==> src/sv/vam_pkg.sv <==
// Shared types, opcodes and saturation helpers for the vec3_alu block.
// Used by every module in this folder; depends on nothing.
package vam_pkg;

	localparam int FRAC_BITS_DEF = 16;
	localparam int SQ_STAGES     = 32;	// one root bit per stage, 64-bit radicand

	localparam logic [2:0] OP_ADD   = 3'd0;
	localparam logic [2:0] OP_SUB   = 3'd1;
	localparam logic [2:0] OP_SCALE = 3'd2;
	localparam logic [2:0] OP_DIV   = 3'd3;
	localparam logic [2:0] OP_DOT   = 3'd4;
	localparam logic [2:0] OP_CROSS = 3'd5;
	localparam logic [2:0] OP_MAG   = 3'd6;
	localparam logic [2:0] OP_NORM  = 3'd7;

	localparam logic [31:0] S32_MAX = 32'h7fff_ffff;
	localparam logic [31:0] S32_MIN = 32'h8000_0000;

	localparam logic signed [65:0] W_MAX = 66'sd2147483647;
	localparam logic signed [65:0] W_MIN = -66'sd2147483648;

	typedef struct packed {
		logic [31:0] val;
		logic        flg;
	} sat_t;

	// item travelling alongside the root and divide pipelines
	typedef struct packed {
		logic [2:0]       op;
		logic [2:0][31:0] a;
		logic [31:0]      s;
		logic [2:0][31:0] r;
		logic [31:0]      sc;
		logic             flg;
	} side_t;

	typedef struct packed {
		logic             flg;
		logic [31:0]      sc;
		logic [2:0][31:0] r;
	} out_t;

	function automatic sat_t sat32(input logic signed [65:0] v);
		sat_t res;
		begin
			res.flg = 1'b0;
			if (v > W_MAX) begin
				res.val = S32_MAX;
				res.flg = 1'b1;
			end else if (v < W_MIN) begin
				res.val = S32_MIN;
				res.flg = 1'b1;
			end else begin
				res.val = v[31:0];
			end
			return res;
		end
	endfunction

	// magnitude of a signed 32-bit word; -2^31 gives 2^31
	function automatic logic [31:0] abs32(input logic [31:0] v);
		begin
			return v[31] ? (~v + 32'd1) : v;
		end
	endfunction

endpackage

==> src/sv/vam_sqrt.sv <==
// Pipelined floor square root of a 64-bit radicand, one root bit per stage.
// Needs vam_pkg for the stage count.
module vam_sqrt
	import vam_pkg::*;
(
	input  logic        clk,
	input  logic        ce,
	input  logic [63:0] rad,
	output logic [31:0] root
);

	logic [63:0] rad_q  [SQ_STAGES];
	logic [33:0] rem_q  [SQ_STAGES];
	logic [31:0] root_q [SQ_STAGES];

	genvar k;
	generate
		for (k = 0; k < SQ_STAGES; k++) begin : g_st
			logic [63:0] rad_in;
			logic [33:0] rem_in;
			logic [31:0] root_in;
			logic [35:0] rs, trial;
			logic        ge;

			if (k == 0) begin : g_first
				assign rad_in  = rad;
				assign rem_in  = '0;
				assign root_in = '0;
			end else begin : g_next
				assign rad_in  = rad_q[k-1];
				assign rem_in  = rem_q[k-1];
				assign root_in = root_q[k-1];
			end

			assign rs    = {rem_in, rad_in[63:62]};
			assign trial = {2'b00, root_in, 2'b01};
			assign ge    = (rs >= trial);

			always_ff @(posedge clk) begin
				if (ce) begin
					rad_q[k]  <= {rad_in[61:0], 2'b00};
					rem_q[k]  <= ge ? 34'(rs - trial) : rs[33:0];
					root_q[k] <= {root_in[30:0], ge};
				end
			end
		end
	endgenerate

	assign root = root_q[SQ_STAGES-1];

endmodule

==> config.mk <==
export PLATFORM = sky130hd
export DESIGN_NAME = vam_sqrt
export DESIGN_NICKNAME = d
export VERILOG_FILES = /design/src/sv/vam_pkg.sv /design/src/sv/vam_sqrt.sv
export SDC_FILE = /design/constraint.sdc
export NUM_CORES = 2
export LEC_CHECK = 0
export BUFFER_PORTS_ARGS = -buffer_cell sky130_fd_sc_hd__buf_4
export CAP_MARGIN = 20
export CORE_ASPECT_RATIO = 0.8
export CORE_UTILIZATION = 25
export CTS_CLUSTER_DIAMETER = 150
export CTS_CLUSTER_SIZE = 12
export DETAILED_ROUTE_END_ITERATION = 16
export PLACE_DENSITY = 0.36
export RECOVER_POWER = 100
export SYNTH_ARGS = -nofsm -noshare
export SYNTH_HDL_FRONTEND = slang
export SYNTH_MEMORY_MAX_BITS = 65536
export SYNTH_SLANG_ARGS = --single-unit
==> constraint.sdc <==
create_clock -name clk -period 6.2 [get_ports clk]
set_input_delay 0.62 -clock clk [delete_from_list [all_inputs] [get_ports clk]]
set_output_delay 0.62 -clock clk [all_outputs]
set_load 0.03 [all_outputs]
Word-level counts from Yosys, hierarchy flattened
Memories as Yosys holds them, arrays and structs flattened. Cells that the tools add are included. Widths: inputs -> output; s select.

Register bits: 0. Memory bits (writable): 4096. Bits of input ports: 66. Output and inout bits: 32. Logic and storage cells: 101. Memories: 3.

$add $sub $neg: 32. $lt $le $gt $ge: 32. Mux-type cells: 34.

Memories: rad_q (depth 32, width 62, rd ports 31, clocked after memory_dff 0, write ports 32, RTL line vam_sqrt.sv:12) `logic [63:0] rad_q [SQ_STAGES];`; rem_q (depth 32, width 34, rd ports 31, clocked after memory_dff 0, write ports 32, RTL line vam_sqrt.sv:13) `logic [33:0] rem_q [SQ_STAGES];`; root_q (depth 32, width 32, rd ports 32, clocked after memory_dff 0, write ports 32, RTL line vam_sqrt.sv:14) `logic [31:0] root_q [SQ_STAGES];`.

Operator list (count): $ge 36x34->1 (31); $mux 34 (32); $sub 34x34->34 (31); $sub 2x1->3 const B (1); $ge 2x1->1 const B (1); $mux 1 (2).

Longest topological paths before layout
An unclocked memory read counts as a cell.

Word-level depth: 3. Gate-level depth with buffers: 15. Gate-level depth less buffers: 12.

Least setup slack after synthesis
No wires, ideal clock.

Path type: register -> register. From: memory rem_q[21][0]. To: memory rem_q[22][14], data pin. Library setup time: 260 ps. Data arrival time: 2892 ps. Required time: 5940 ps. Setup slack: 3048 ps. Cell stages (with the launch flop): 11. Path buffers: 1. Period minus slack after synthesis: 3152 ps. Path through: edfxtp_1 -> ha_1 -> nor2b_1 -> o21ai_1 -> a21oi_1 -> o41ai_1 -> a21oi_1 -> a211o_1 -> a31oi_2 -> buf_2 -> mux2_2.

RTL lines (RTL line): start: declaration (vam_sqrt.sv:13).

==> impl_metrics.yaml <==
drt:
  drt_iter0_markers: 5427
  ant_nets: 0
  vias: 71338
  wl_per_cell_um: 18.3
  drc: 0
  detail_route.vias_per_cell: 4.52
  firstDrtPassIters: 5
  wl_mm: 288
pwr:
  peakVddDrop_v: 0.000235
  p_leak_uw: 0.0491
  pwr_density_cell_nw_per_um2: 346
floorplan:
  io_pins: 98
  die-area_um2: 477000
  die_h_um: 618
  num_rows: 225
  start_util_pct: 25.2
  fp.coreArea_um2: 471000
  fp.dieW_um: 772
setup_path:
  crit_chain: "ha_1, nor2b_1, o21ai_0, a21o_1, a31oi_1, clkbuf_1, a31o_2, a31o_2, o21ai_0, clkbuf_1, clkinv_1, buf_4, and3_1, xor2_1"
  max_stage_delay_ps: 900
  worst_setup_path_start_kind: "flop"
  crit_required_ps: 6860
  slowest_stage: "o21ai_0"
  crit_family: "compound AO/OA/AOI/OAI gates"
  path_class: "reg -> reg"
  crit_path_max_fanout: 43
  crit_arrival_ps: 5670
  path_buf_inv: 4
  end_kind: "flop"
cts:
  cts_resized: 0
  clk_latency_ps: 930
  h-tree-depth: 4
  cts.sinks: 2523
  cts_made_buffers: 232
  clock-root-buffer: "clkbuf_16"
  cts_setup_buffers: 0
  cts_tree: "done"
  cts_buffer_depth: 4
  clkTransAtPathRegs_ps: 70
place:
  place_congestion: 0.827
  io_buffers: 97
  dp.cells: 15484
  placed_area_um2: 127000
  dp_hpwl_mm: 209
outcome:
  status: "finished with violations"
  violations: "max-capacitance violations, max-slew violations"
timing:
  fmax_mhz: 200
  skew_ps: 69.5
  finalSetupViolations: 0
  setup_tns_ps: 0
  final.min_clock_period_ps: 5010
  worstMarginPinSlew_ps: 3280
  slew_viol_final: 1383
  period_share_pct: 80.8
  relSlewSlack_pct: -119
  hold_violations: 0
  rsz0062_at_grt: "false"
yosys:
  synth_cell_types: 101
  seq_area_frac_synth_pct: 64.0
  synth_edf_count: 2523
  postSynthCellCount: 9258
  synth_warnings: 0
  ys_ff_latch: 2523
  syn-num-nets: 9886
  async_flop_share_pct: 0
  ys.flop_type: "edfxtp_1"
  avgSynthCellArea_um2: 12.8
  synth_area_um2: 118000
final_layout:
  utilization_pct: 28.3
  nets: 10171
  syn2layout_area_growth_pct: 12.5
  final_cell_area_um2: 133000
  drive_gt1_share_pct: 4.95
  final_cells: 15799
grt:
  grt_max_degree: 167
  antenna_found_initial: 7
  grt-ovfl-total: 0
  grt_pass1_wl_mm: 440
  grt_util_all_layers_pct: 11.8
  grt_pass1_vias: 70321
job:
  cap_viol_max_count: 23
worst_hold_path:
  min_path_type: "reg -> reg"
logic make-up after synthesis:
| kind of cell | after synthesis | synth area share (%) |
|---|---|---|
| flops | 2523 | 64.0 |
| buf+inv | 910 | 2.95 |
| fa+ha+maj | 562 | 5.94 |
| xor+xnor | 821 | 6.07 |
| other cells | 1 | 0.00317 |
| compound gates | 1939 | 10.3 |
| simple gates | 2453 | 10.3 |
| mux | 49 | 0.457 |
stage by stage:
| step | hold slack (ps) | setup slack, ps | power (µW) |
|---|---|---|---|
| final | 392 | 1190 | 46100 |
| after global routing | 340 | 909 | 48800 |
| after CTS | 149 | 2080 | 47000 |
| after detailed placement | 405 | 2120 | 33500 |
| after global placement | 401 | 2090 | 33600 |
| after floorplan | 400 | 3050 | 29900 |
synthesized netlist by cell type (all sizes together), types with 128 or more instances:
cell type / instances / area (µm²)
edfxtp: 2523 / 75800
inv: 722 / 2710
nand2: 656 / 2460
ha: 562 / 7030
a21oi: 558 / 2800
nor2: 546 / 2060
o21ai: 500 / 2510
xor2: 425 / 3720
xnor2: 396 / 3470
a21o: 281 / 2110
nor3: 242 / 1210
nand3: 169 / 846
clkbuf: 145 / 544
nor4: 128 / 845
flip-flops by register name, summed over array words and instances, names as in the netlist:
| name | count |
|---|---|
| rad_q | 992 |
| root_q | 528 |
| rem_q | 1003 |
power breakdown:
part	internal, µW	leakage, µW	switching (µW)
sequential	21600	0.0243	1530
clock	6650	0.00297	6260
combinational	4040	0.0219	6020
final timing paths:
path | start | end | slack [ps] | cells after the start
worst min-delay path | rad_q[20][51] | rad_q[21][53] | 390 | 0
worst max register to register | rem_q[27][0] | rem_q[28][31] | 1190 | 14
worst min register to register | rad_q[20][51] | rad_q[21][53] | 390 | 0
worst max-delay path | rem_q[27][0] | rem_q[28][31] | 1190 | 14
routing by layer:
| metal | vias up | track usage (%) | routed length (µm) |
|---|---|---|---|
| met2 | 1360 | 18.3 | 127000 |
| met4 | 0 | 2.57 | 6100 |
| met1 | 34943 | 17.4 | 143000 |
| met5 | - | 0 | 0 |
| met3 | 358 | 1.66 | 12600 |
| li1 | 34677 | - | - |
cell usage in the layout, fill, tap and decap left out, types with 68 or more instances in the layout:
| master | instances |
|---|---|
| edfxtp_1 | 2523 |
| inv_1 | 722 |
| nand2_1 | 656 |
| ha_1 | 562 |
| a21oi_1 | 557 |
| nor2_1 | 544 |
| o21ai_0 | 493 |
| xor2_1 | 425 |
| xnor2_1 | 396 |
| a21o_1 | 281 |
| nor3_1 | 242 |
| clkbuf_16 | 235 |
| nand3_1 | 169 |
| nor4_1 | 123 |
| nand4_1 | 111 |
| o21a_1 | 111 |
| nand2b_1 | 105 |
| nor2b_1 | 88 |
| or3_1 | 85 |
| o31ai_1 | 80 |
| clkbuf_1 | 79 |
| and3_1 | 68 |
final cells by class:
class,count,area [µm²]
clock inverter,10,166
inverter,725,2720
antenna,3,7.51
fill,47874,338000
tap,6242,7810
sequential,2523,75800
timing repair buffer,236,1720
multi-input combinational,5825,39100
clock buffer,235,5880
repair_timing:
item | CTS | global route
endpoints found under the hold margin | 65 | 0
hold buffers | 65 | 0
endpoints found under the setup margin | 0 | 0
Power figures use the tool's default switching activity.
